===== config.mk =====
export PLATFORM = sky130hd
export DESIGN_NAME = state_residency_transition_tracker_unit
export DESIGN_NICKNAME = d
export VERILOG_FILES = /design/src/hw/rtl/srtt_pkg.sv /design/src/hw/rtl/state_residency_transition_tracker_unit.sv /design/src/hw/rtl/srtt_ctrl.sv /design/src/hw/rtl/srtt_dp.sv
export SDC_FILE = /design/constraint.sdc
export NUM_CORES = 2
export LEC_CHECK = 0
export ABC_AREA = 0
export BUFFER_PORTS_ARGS = -buffer_cell sky130_fd_sc_hd__buf_4
export CELL_PAD_IN_SITES_DETAIL_PLACEMENT = 1
export CELL_PAD_IN_SITES_GLOBAL_PLACEMENT = 1
export CORE_ASPECT_RATIO = 1.2
export CORE_MARGIN = 2
export CORE_UTILIZATION = 40
export CTS_CLUSTER_SIZE = 24
export DETAILED_ROUTE_END_ITERATION = 6
export PLACE_DENSITY_LB_ADDON = 0.12
export SKIP_LAST_GASP = 1
export SLEW_MARGIN = 10
export SYNTH_ARGS = -nofsm -noshare
export SYNTH_HDL_FRONTEND = slang
export SYNTH_SLANG_ARGS = --single-unit
export TNS_END_PERCENT = 50

===== constraint.sdc =====
create_clock -name clk -period 7.6 [get_ports clk]
set_input_delay 1.52 -clock clk [delete_from_list [all_inputs] [get_ports clk]]
set_output_delay 1.52 -clock clk [all_outputs]
set_load 0.02 [all_outputs]

===== src/hw/rtl/srtt_pkg.sv =====
// shared types and constants of the state residency and transition tracker
// no dependencies
`default_nettype none
package srtt_pkg;
	localparam int ID_W   = 4;
	localparam int TIME_W = 32;
	localparam int CNT_W  = 16;
	localparam int FILL_W = 5;
	localparam logic [CNT_W-1:0] CNT_MAX = 16'hFFFF;

	typedef struct packed {
		logic [ID_W-1:0]  from_id;
		logic [ID_W-1:0]  to_id;
		logic [CNT_W-1:0] count;
	} pair_t;

	typedef struct packed {
		logic load_in;
		logic start_only;
		logic res_rd;
		logic res_wr;
		logic scan_start;
		logic scan_step;
		logic hit_wr;
		logic miss_wr;
		logic out_load;
	} cmd_t;

	typedef struct packed {
		logic start_zero;
		logic differs;
		logic do_trans;
		logic scan_hit;
		logic scan_done;
		logic out_free;
	} sts_t;
endpackage
`default_nettype wire


===== src/hw/rtl/state_residency_transition_tracker_unit.sv =====
// top level of the state residency and transition tracker
// depends on srtt_pkg, srtt_ctrl, srtt_dp
//
// input channel in_valid/in_ready carries one word: time_ms and emotion_id.
// output channel out_valid/out_ready returns one result word per input word.
// a word is taken at a clock edge with valid and ready both high.
// one word is worked on at a time; in_ready is high while the unit is idle.
// a start or an unchanged state passes decode and finish; a change also reads
// and writes the residency store; a change that counts a transition then scans
// the transition table, reading one entry per cycle from a single memory port,
// and writes the hit or miss entry. the next word can be taken in the cycle
// after the result is loaded.
// the result sits in an output register, so the next word is taken while a
// result waits; a stalled receiver holds the unit only when a second result
// is ready to be written.
// asynchronous reset clears start time, current and previous state, history
// and table counters and the residency valid bits; no clearing pass is run.
`default_nettype none
module state_residency_transition_tracker_unit import srtt_pkg::*; #(
	parameter int NUM_STATES         = 16,
	parameter int HISTORY_DEPTH      = 16,
	parameter int TRANSITION_ENTRIES = 64
) (
	input  wire logic              clk,
	input  wire logic              arst_n,
	input  wire logic              in_valid,
	output logic                   in_ready,
	input  wire logic [TIME_W-1:0] time_ms,
	input  wire logic [ID_W-1:0]   emotion_id,
	output logic                   out_valid,
	input  wire logic              out_ready,
	output logic                   started,
	output logic                   changed,
	output logic [TIME_W-1:0]      dwell_ms,
	output logic [ID_W-1:0]        left_state,
	output logic [TIME_W-1:0]      left_total_ms,
	output logic                   history_pushed,
	output logic [FILL_W-1:0]      history_fill,
	output logic                   transition_noted,
	output logic [CNT_W-1:0]       transition_count,
	output logic                   transition_evicted
);
	cmd_t cmd;
	sts_t sts;

	srtt_ctrl u_ctrl (
		.clk(clk), .arst_n(arst_n), .in_valid(in_valid), .in_ready(in_ready),
		.sts(sts), .cmd(cmd)
	);

	srtt_dp #(
		.NUM_STATES(NUM_STATES), .HISTORY_DEPTH(HISTORY_DEPTH),
		.TRANSITION_ENTRIES(TRANSITION_ENTRIES)
	) u_dp (
		.clk(clk), .arst_n(arst_n), .cmd(cmd), .sts(sts),
		.time_ms(time_ms), .emotion_id(emotion_id),
		.out_valid(out_valid), .out_ready(out_ready),
		.started(started), .changed(changed), .dwell_ms(dwell_ms),
		.left_state(left_state), .left_total_ms(left_total_ms),
		.history_pushed(history_pushed), .history_fill(history_fill),
		.transition_noted(transition_noted), .transition_count(transition_count),
		.transition_evicted(transition_evicted)
	);
endmodule
`default_nettype wire


===== src/hw/rtl/srtt_ctrl.sv =====
// controller state machine of the tracker
// depends on srtt_pkg
`default_nettype none
module srtt_ctrl import srtt_pkg::*; (
	input  wire logic clk,
	input  wire logic arst_n,
	input  wire logic in_valid,
	output logic      in_ready,
	input  sts_t      sts,
	output cmd_t      cmd
);
	localparam logic [2:0] S_IDLE = 3'd0;
	localparam logic [2:0] S_DEC  = 3'd1;
	localparam logic [2:0] S_ACC  = 3'd2;
	localparam logic [2:0] S_SRCH = 3'd3;
	localparam logic [2:0] S_HIT  = 3'd4;
	localparam logic [2:0] S_MISS = 3'd5;
	localparam logic [2:0] S_FIN  = 3'd6;

	logic [2:0] state_q, state_d;

	assign in_ready = (state_q == S_IDLE);

	always_comb begin
		state_d = state_q;
		cmd = '0;
		case (state_q)
			S_IDLE: begin
				if (in_valid) begin
					cmd.load_in = 1'b1;
					state_d = S_DEC;
				end
			end
			S_DEC: begin
				if (sts.start_zero) begin
					cmd.start_only = 1'b1;
					state_d = S_FIN;
				end else if (sts.differs) begin
					cmd.res_rd = 1'b1;
					state_d = S_ACC;
				end else begin
					state_d = S_FIN;
				end
			end
			S_ACC: begin
				cmd.res_wr = 1'b1;
				if (sts.do_trans) begin
					cmd.scan_start = 1'b1;
					state_d = S_SRCH;
				end else begin
					state_d = S_FIN;
				end
			end
			S_SRCH: begin
				cmd.scan_step = 1'b1;
				if (sts.scan_hit) state_d = S_HIT;
				else if (sts.scan_done) state_d = S_MISS;
			end
			S_HIT: begin
				cmd.hit_wr = 1'b1;
				state_d = S_FIN;
			end
			S_MISS: begin
				cmd.miss_wr = 1'b1;
				state_d = S_FIN;
			end
			S_FIN: begin
				if (sts.out_free) begin
					cmd.out_load = 1'b1;
					state_d = S_IDLE;
				end
			end
			default: state_d = S_IDLE;
		endcase
	end

	always_ff @(posedge clk or negedge arst_n) begin
		if (!arst_n) state_q <= S_IDLE;
		else state_q <= state_d;
	end
endmodule
`default_nettype wire


===== src/hw/rtl/srtt_dp.sv =====
// datapath of the tracker: state registers, residency store, transition table, result word
// depends on srtt_pkg
`default_nettype none
module srtt_dp import srtt_pkg::*; #(
	parameter int NUM_STATES         = 16,
	parameter int HISTORY_DEPTH      = 16,
	parameter int TRANSITION_ENTRIES = 64
) (
	input  wire logic              clk,
	input  wire logic              arst_n,
	input  cmd_t                   cmd,
	output sts_t                   sts,
	input  wire logic [TIME_W-1:0] time_ms,
	input  wire logic [ID_W-1:0]   emotion_id,
	output logic                   out_valid,
	input  wire logic              out_ready,
	output logic                   started,
	output logic                   changed,
	output logic [TIME_W-1:0]      dwell_ms,
	output logic [ID_W-1:0]        left_state,
	output logic [TIME_W-1:0]      left_total_ms,
	output logic                   history_pushed,
	output logic [FILL_W-1:0]      history_fill,
	output logic                   transition_noted,
	output logic [CNT_W-1:0]       transition_count,
	output logic                   transition_evicted
);
	localparam int SW = (NUM_STATES > 1) ? $clog2(NUM_STATES) : 1;
	localparam int HW = $clog2(HISTORY_DEPTH + 1);
	localparam int TW = $clog2(TRANSITION_ENTRIES);
	localparam int UW = $clog2(TRANSITION_ENTRIES + 1);

	logic [TIME_W-1:0] start_q, time_q;
	logic [ID_W-1:0]   cur_q, prev_q, id_q, newest_q, key_q;
	logic [HW-1:0]     hcnt_q;
	logic [UW-1:0]     used_q, issued_q;
	logic [TW-1:0]     oldest_q, ptr_q, rd_addr_q;
	logic              pend_q, ovld_q;

	logic [TIME_W-1:0] res_mem [NUM_STATES];
	logic [NUM_STATES-1:0] res_vld_q;
	logic [TIME_W-1:0] res_rd_q;
	logic              res_rd_vld_q;

	pair_t tbl_mem [TRANSITION_ENTRIES];
	pair_t tbl_rd_q;

	logic              r_started_q, r_changed_q, r_pushed_q, r_noted_q, r_evict_q;
	logic [TIME_W-1:0] r_dwell_q, r_total_q;
	logic [ID_W-1:0]   r_left_q;
	logic [CNT_W-1:0]  r_count_q;

	logic [SW-1:0]     cur_idx;
	logic              cur_in_range;
	logic [TIME_W-1:0] dwell, res_sum;
	logic              push;
	logic              issue;
	logic [TW-1:0]     ptr_nxt, oldest_nxt, miss_slot;
	logic [UW:0]       slot_sum;
	logic              tbl_full;
	logic [CNT_W-1:0]  cnt_inc;
	logic              tbl_we;
	logic [TW-1:0]     tbl_wa;
	pair_t             tbl_wd;

	assign cur_idx      = SW'(cur_q);
	assign cur_in_range = (32'(cur_q) < NUM_STATES);
	assign dwell        = (time_q >= start_q) ? (time_q - start_q) : '0;
	assign res_sum      = (res_rd_vld_q ? res_rd_q : '0) + dwell;
	assign push         = !((hcnt_q != '0) && (newest_q == id_q));

	assign sts.start_zero = (start_q == '0);
	assign sts.differs    = (id_q != cur_q);
	assign sts.do_trans   = (id_q != '0) && (prev_q != '0) && (prev_q != id_q);
	assign sts.scan_hit   = pend_q && (tbl_rd_q.from_id == key_q) && (tbl_rd_q.to_id == id_q);
	assign sts.scan_done  = !pend_q && (issued_q == used_q);
	assign sts.out_free   = !ovld_q || out_ready;

	assign issue   = cmd.scan_step && !sts.scan_hit && (issued_q != used_q);
	assign ptr_nxt = (32'(ptr_q) == TRANSITION_ENTRIES - 1) ? '0 : ptr_q + 1'b1;
	assign oldest_nxt = (32'(oldest_q) == TRANSITION_ENTRIES - 1) ? '0 : oldest_q + 1'b1;
	assign slot_sum = {1'b0, UW'(oldest_q)} + {1'b0, used_q};
	assign miss_slot = (32'(slot_sum) >= TRANSITION_ENTRIES)
		? TW'(32'(slot_sum) - TRANSITION_ENTRIES) : TW'(slot_sum);
	assign tbl_full = (32'(used_q) == TRANSITION_ENTRIES);
	assign cnt_inc  = (tbl_rd_q.count == CNT_MAX) ? tbl_rd_q.count : tbl_rd_q.count + 1'b1;

	always_comb begin
		tbl_we = cmd.hit_wr || cmd.miss_wr;
		tbl_wa = rd_addr_q;
		tbl_wd = '{from_id: key_q, to_id: id_q, count: cnt_inc};
		if (cmd.miss_wr) begin
			tbl_wa = tbl_full ? oldest_q : miss_slot;
			tbl_wd.count = CNT_W'(1);
		end
	end

	// residency store
	always_ff @(posedge clk) begin
		if (cmd.res_wr && cur_in_range) res_mem[cur_idx] <= res_sum;
		if (cmd.res_rd) res_rd_q <= res_mem[cur_idx];
	end

	// transition table
	always_ff @(posedge clk) begin
		if (tbl_we) tbl_mem[tbl_wa] <= tbl_wd;
		if (issue) tbl_rd_q <= tbl_mem[ptr_q];
	end

	always_ff @(posedge clk) begin
		if (cmd.load_in) begin
			time_q <= time_ms;
			id_q <= emotion_id;
			r_started_q <= 1'b0;
			r_changed_q <= 1'b0;
			r_dwell_q <= '0;
			r_left_q <= '0;
			r_total_q <= '0;
			r_pushed_q <= 1'b0;
			r_noted_q <= 1'b0;
			r_count_q <= '0;
			r_evict_q <= 1'b0;
		end
		if (cmd.start_only) r_started_q <= 1'b1;
		if (cmd.res_rd) res_rd_vld_q <= res_vld_q[cur_idx] && cur_in_range;
		if (cmd.res_wr) begin
			r_changed_q <= 1'b1;
			r_dwell_q <= dwell;
			r_left_q <= cur_q;
			r_total_q <= cur_in_range ? res_sum : '0;
			r_pushed_q <= (id_q != '0) && push;
			key_q <= prev_q;
		end
		if (issue) rd_addr_q <= ptr_q;
		if (cmd.hit_wr) begin
			r_noted_q <= 1'b1;
			r_count_q <= cnt_inc;
		end
		if (cmd.miss_wr) begin
			r_noted_q <= 1'b1;
			r_count_q <= CNT_W'(1);
			r_evict_q <= tbl_full;
		end
		if (cmd.out_load) begin
			started <= r_started_q;
			changed <= r_changed_q;
			dwell_ms <= r_dwell_q;
			left_state <= r_left_q;
			left_total_ms <= r_total_q;
			history_pushed <= r_pushed_q;
			history_fill <= FILL_W'(hcnt_q);
			transition_noted <= r_noted_q;
			transition_count <= r_count_q;
			transition_evicted <= r_evict_q;
		end
	end

	always_ff @(posedge clk or negedge arst_n) begin
		if (!arst_n) begin
			start_q <= '0;
			cur_q <= '0;
			prev_q <= '0;
			newest_q <= '0;
			hcnt_q <= '0;
			used_q <= '0;
			oldest_q <= '0;
			issued_q <= '0;
			ptr_q <= '0;
			pend_q <= 1'b0;
			res_vld_q <= '0;
			ovld_q <= 1'b0;
		end else begin
			if (cmd.start_only) begin
				start_q <= time_q;
				cur_q <= id_q;
			end
			if (cmd.res_wr) begin
				start_q <= time_q;
				cur_q <= id_q;
				if (cur_in_range) res_vld_q[cur_idx] <= 1'b1;
				if (id_q != '0) begin
					prev_q <= id_q;
					if (push) begin
						newest_q <= id_q;
						if (32'(hcnt_q) < HISTORY_DEPTH) hcnt_q <= hcnt_q + 1'b1;
					end
				end
			end
			if (cmd.scan_start) begin
				ptr_q <= oldest_q;
				issued_q <= '0;
				pend_q <= 1'b0;
			end else if (cmd.scan_step) begin
				pend_q <= issue;
				if (issue) begin
					ptr_q <= ptr_nxt;
					issued_q <= issued_q + 1'b1;
				end
			end
			if (cmd.miss_wr) begin
				if (tbl_full) oldest_q <= oldest_nxt;
				else used_q <= used_q + 1'b1;
			end
			if (cmd.out_load) ovld_q <= 1'b1;
			else if (out_ready) ovld_q <= 1'b0;
		end
	end

	assign out_valid = ovld_q;
endmodule
`default_nettype wire

[Word-level counts from Yosys, hierarchy flattened]
Memory sizes are Yosys's and may differ from the RTL's. A register that Yosys moved wholly into a read port is not among the register bits.
Index checks and enable logic that the tools add are counted.
Storage, ports and cells
  memories: 2
  input port bits: 40
  output and inout port bits: 96
  RAM bits: 2048
  logic and storage cells: 176
  register bits: 326
Memory list
  u_dp.tbl_mem: depth 64, bits a word 24, rd ports 1, clocked after memory_dff 1, write ports 1, line srtt_dp.sv:45  | pair_t tbl_mem [TRANSITION_ENTRIES];
  u_dp.res_mem: depth 16, bits a word 32, rd ports 1, clocked after memory_dff 1, write ports 1, line srtt_dp.sv:40  | logic [TIME_W-1:0] res_mem [NUM_STATES];
Cells by class
  muxes and demuxes: 62
  bitwise logic cells: 3
  order comparisons: 5
  eq/ne operators: 20
  reduce and logical (&&, ||, !) cells: 37
  $add $sub $neg: 10
Operators with widths (number)
  two-way mux 32 bit: 7
  two-way mux 16 bit: 4
  two-way mux 6 bit: 8
  adder 32 bit: 1
  greater-or-equal comparator 32 bit: 1
  zero test 32 bit: 1
  subtractor 32 bit: 1
  two-way mux 1 bit: 24
  two-way mux 3 bit: 7
  two-way mux 7 bit: 3
  one-hot mux 3 bit (6 select lines): 1
  adder 16 x 1 -> 16 bit (second input constant): 1
  == test 16 bit (second input constant): 1
  two-way mux 4 bit: 4
  bitwise OR 16 bit: 1
  adder 7 x 1 -> 7 bit (second input constant): 2
  nonzero test 2 bit: 7
  adder 6 x 1 -> 6 bit (second input constant): 2
  == test 4 bit: 3
  == test 6 bit (second input constant): 2
  logical AND 1 bit: 10
  == test 3 bit (second input constant): 3
  adder 6 x 7 -> 8 bit: 1
  greater-or-equal comparator 8 x 7 -> 1 bit (second input constant): 1
  26 further kinds: 41

[Longest topological paths before layout]
  word-level depth: 9
  depth in mapped cells: 22

[Modules after synthesis]
Synthesis repeated with hierarchy kept, for this count alone.
Second synthesis, totals
  cells, all modules: 4456
  area total of the unflattened synthesis: 95630.5 um^2
By module, submodules not included
  srtt_dp: area an instance 95333.9 um^2, times used 1, cells an instance 4424
  srtt_ctrl: area an instance 296.5 um^2, times used 1, cells an instance 32

[Worst setup path before layout]
No wires, ideal clock.
  path type: input -> register
  start point: input port out_ready
  end point: register u_dp.changed, enable pin
  stages: 2
  path buffers: 0
  setup time: 548 ps
  arrival: 5482 ps
  slack: 1570 ps
  cell sequence: nor2b_1 > nor2_1
RTL lines
  from (decl): line state_residency_transition_tracker_unit.sv:31  | input wire logic out_ready,
  to (signal assigned): line srtt_dp.sv:146  | changed <= r_changed_q;
  to (decl): line srtt_dp.sv:18  | output logic changed,

[Final worst setup path]
  start point: register u_dp.time_q[23]
  end point: register u_dp.r_total_q[30] (data pin)
On the way
  longest elaborated chain between the ends: 4
  elaborated cells on any way between the ends: 5
Ends and longest elaborated chain
  from (decl): line srtt_dp.sv:33  | logic [TIME_W-1:0] start_q, time_q;
  from (signal assigned): line srtt_dp.sv:112  | time_q <= time_ms;
  greater-or-equal comparator 32 bit: line srtt_dp.sv:68  | assign dwell = (time_q >= start_q) ? (time_q - start_q) : '0;
  two-way mux 32 bit: line srtt_dp.sv:68
  via u_dp.dwell[0]: line srtt_dp.sv:55  | logic [TIME_W-1:0] dwell, res_sum;
  adder 32 bit: line srtt_dp.sv:69  | assign res_sum = (res_rd_vld_q ? res_rd_q : '0) + dwell;
  via u_dp.res_sum[30]: line srtt_dp.sv:55
  two-way mux 32 bit: line srtt_dp.sv:126  | if (cmd.res_wr) begin
  to (signal assigned): line srtt_dp.sv:130  | r_total_q <= cur_in_range ? res_sum : '0;
  to (decl): line srtt_dp.sv:49  | logic [TIME_W-1:0] r_dwell_q, r_total_q;
The timed path passes the listed nets, and every way through them passes these cells.
A chain may end at the register's enable or synchronous reset.

==> flow_metrics.py <==
metrics = {
    "floorplanning": {
        "num_io_pins": 136,
        "die_x_um": 449.6,
        "initial_core_util_pct": 40.18,
        "dieHeight_um": 538.7,
        "dieArea_mm2": 0.2422,
        "core_area_mm2": 0.2371,
        "rows": 196,
    },
    "clock_tree": {
        "clock-sinks": 2430,
        "clkLatencyLatePin_ns": 0.86,
        "cts_tree": "built",
        "htree_levels": 5,
        "cts_root_buf": "clkbuf_16",
        "clockBufferDepth": 4,
        "cts_resized": 0,
        "post_cts_buffers": 0,
        "cts_buffers": 267,
        "hold_buffers": 0,
        "clk_pin_slew_ns": 0.06,
    },
    "yosys": {
        "synth_top_area_share_pct": 72.95,
        "syn_nets": 4575,
        "ys_seq_elements": 2430,
        "ys_top_cells_by_count": "edfxtp_1 (2315), mux4_2 (669), nor2_1 (221)",
        "synth_cells": 4456,
        "yosysWarnings": 0,
        "synthTopCellsByArea": "edfxtp_1 (73%), mux4_2 (16%), dfrtp_1 (2.5%), ha_1 (1.0%), nor2_1 (0.87%)",
        "synth_top_cell_by_area": "edfxtp_1",
        "synth_most_common_cell": "edfxtp_1",
        "syn_area_mm2": 0.09529,
        "synth.distinct_cells": 68,
        "synth-edff-count": 2315,
        "ys.flop_type": "edfxtp_1",
        "seq_area_frac_synth_pct": 75.87,
        "syn_avg_cell_area_um2": 21.39,
        "ys_async_sr_fraction_pct": 3.951,
    },
    "critical_path": {
        "worst_ep_required_time_ns": 8.31,
        "rr_worst_depth": 20,
        "worstReg2RegEnd": "u_dp.r_total_q[30]",
        "start_kind": "register",
        "arrival_ns": 7.09,
        "timing.rr.start": "u_dp.time_q[23]",
        "rrSetupSlack_ns": 1.22,
        "crit_fanout": 33,
        "crit_type": "register to register",
        "crit_path_end_kind": "register",
    },
    "power": {
        "power_density_mw_per_mm2": 409.8,
        "power.leakage_nw": 34.76,
        "vdd_ir_drop_max_mv": 0.2773,
        "p_comb_share_pct": 29.4,
        "internal_power_mw": 30.24,
        "p_sw_share_pct": 32.64,
        "power_frac_seq_pct": 43.1,
        "switchingPower_mw": 14.65,
        "clockPowerShare_pct": 27.6,
    },
    "min_path": {
        "hold_start": "u_dp.r_total_q[18]",
        "hold_end": "u_dp.left_total_ms[18]",
        "hp-class": "register to register",
        "hold_depth": 0,
    },
    "run_status": {
        "outcome": "finished clean",
    },
    "drt": {
        "ant_nets": 0,
        "drt_drc_violations_left": 0,
        "routedWlPerCell_um": 31.99,
        "num_vias": 45200,
        "wl_um": 260900,
        "vias_per_cell": 5.542,
        "drt_iter0_drc": 4157,
        "drt-pass1-iter-count": 5,
    },
    "timing": {
        "drv_slew": 0,
        "fin_skew_ns": 0.05766,
        "relSlewSlack_pct": 16.70,
        "finalWorstSetupSlack_ns": 1.219,
        "tns_ns": 0,
        "fin_crit_sh_pct": 83.96,
        "setup_viol": 0,
        "tightestPinTransition_ns": 1.245,
        "fmax_ghz": 0.1567,
        "period_minus_slack_ns": 6.381,
        "rsz0062_at_grt": "no",
        "hold_viol": 0,
    },
    "final_layout": {
        "finalNonFillerCells": 8155,
        "drive_above_1_share_pct": 29.06,
        "nets": 4919,
        "multi_input_area_mm2": 0.02277,
        "fin_area_mm2": 0.1096,
        "fillCellCount": 21460,
        "seqCellArea_mm2": 0.07233,
        "syn2layout_area_growth_pct": 14.96,
    },
    "global_routing": {
        "grt_pass1_wl_um": 372500,
        "grt-ovfl-total": 0,
        "grt_max_degree": 99,
        "grtUsageTotal_pct": 21.54,
        "grt_pass1_vias": 48850,
        "antenna_found_initial": 24,
    },
    "place": {
        "place.gp.congestion": 0.7961,
        "pre_cts_slack_ns": 1.296,
        "hpwl_um": 153000,
        "placed_area_mm2": 0.1014,
        "dp_cells": 7699,
        "numPortBuffers": 135,
    },
    "flow_run": {
        "maxCapViolCount": 0,
    },
}
[how the worst max path moves through the flow]
stage	startpoint	end	slack, ns	cells past startpoint
floorplan	out_ready	u_dp.changed	1.57	2
global placement	u_dp.time_q[23]	u_dp.r_total_q[28]	1.45	20
detailed placement	u_dp.time_q[23]	u_dp.res_mem[11][21]	1.30	18
CTS	u_dp.time_q[23]	u_dp.res_mem[0][21]	1.23	18
global route	u_dp.time_q[23]	u_dp.r_total_q[30]	0.73	20
finish	u_dp.time_q[23]	u_dp.r_total_q[30]	1.22	20
[per-layer routing]
| layer | global-route usage, % | share of wire, % | vias to the layer above |
|---|---|---|---|
| met2 | 39.97 | 55 | 1065 |
| li1 | - | - | 19110 |
| met1 | 26.52 | 39 | 24690 |
| met3 | 2.871 | 4.4 | 330 |
| met5 | 0 | 0.0050 | - |
| met4 | 4.950 | 2.0 | 2 |
[area by class of cell]
| class | count | area share [%] |
|---|---|---|
| diodes | 5 | 0.01142 |
| clock buffers | 347 | 6.526 |
| clock inverters | 104 | 0.8703 |
| inverters | 54 | 0.1850 |
| multi-input cells | 1774 | 20.78 |
| flip-flops and latches | 2430 | 66.02 |
| well taps | 3168 | 3.618 |
| repair buffers | 273 | 1.985 |
[cell families (layout without fill, tap and decap cells)]
family          count (synthesis)  after routing  synth area share [%]
flops                        2430           2430                 75.87
simple gates                  607            607                 2.999
other cells                     0              5                     0
compound gates                286            286                 1.900
xor+xnor                      116            116                 1.066
mux                           686            686                 16.00
fa+ha+maj                      79             79                 1.061
buf+inv                       252            778                 1.104
[sequential cells by signal, summed over array words and instances, names as in the netlist, 24 cells and up]
signal and count:
u_dp.res_rd_q 32, u_dp.res_mem 512, u_dp.r_total_q 32, u_dp.tbl_mem 1536
u_dp.start_q 32, u_dp.dwell_ms 32, u_dp.time_q 32, u_dp.left_total_ms 32
u_dp.r_dwell_q 32, u_dp.tbl_rd_q 24
[power by group through the flow]
stage	sequential (mW)	combinational, mW	clock (mW)
5_1_grt	19.5	14.1	13.2
6_report	19.3	13.2	12.4
3_5_place_dp	19.6	13.5	0
2_1_floorplan	19.4	7.78	0
4_1_cts	19.4	13.5	12.7
3_3_place_gp	19.6	13.2	0
[metrics by stage]
stage,hold slack [ns],power (mW),utilization (%)
after floorplan,0.4003,27.22,-
after global placement,0.4032,32.80,42.74
after detailed placement,0.4063,33.11,42.75
after CTS,0.4075,45.54,46.17
after global routing,0.4085,46.76,46.19
final,0.4024,44.90,46.20
[cell usage in the layout (no fill, tap or decap), drive strengths merged, types with 5 or more instances in the layout]
cell type / instances
a211oi: 6
a21o: 30
a21oi: 71
a22o: 12
a31oi: 12
and2: 73
and3: 21
and4: 5
buf: 273
bufinv: 15
clkbuf: 347
clkinv: 77
dfrtp: 96
dfxtp: 19
diode: 5
edfxtp: 2315
ha: 76
inv: 62
mux2: 8
mux2i: 9
mux4: 669
nand2: 146
nand2b: 16
nand3: 28
nand4: 17
nor2: 221
nor2b: 16
nor3: 18
nor4: 16
o21a: 9
o21ai: 94
o21bai: 10
o31ai: 7
or2: 21
xnor2: 67
xor2: 49
[critical path: stages, from the launching register on]
cell       delay [ns]
edfxtp_1         0.38
ha_1             0.41
a21oi_1          0.28
o21ai_0          0.17
a221oi_2         0.38
and3_1           0.22
nand3_1          0.09
nand2_1          0.10
buf_4            0.34
nor2_1           0.08
ha_1             0.25
fa_1             0.46
a211oi_1         0.36
o21ai_0          0.16
a21oi_1          0.24
nor2b_1          0.15
a31o_2           0.33
a2111oi_2        0.43
o31ai_1          0.16
xor2_1           0.97
and2_1           0.25
Power figures use the tool's default switching activity.
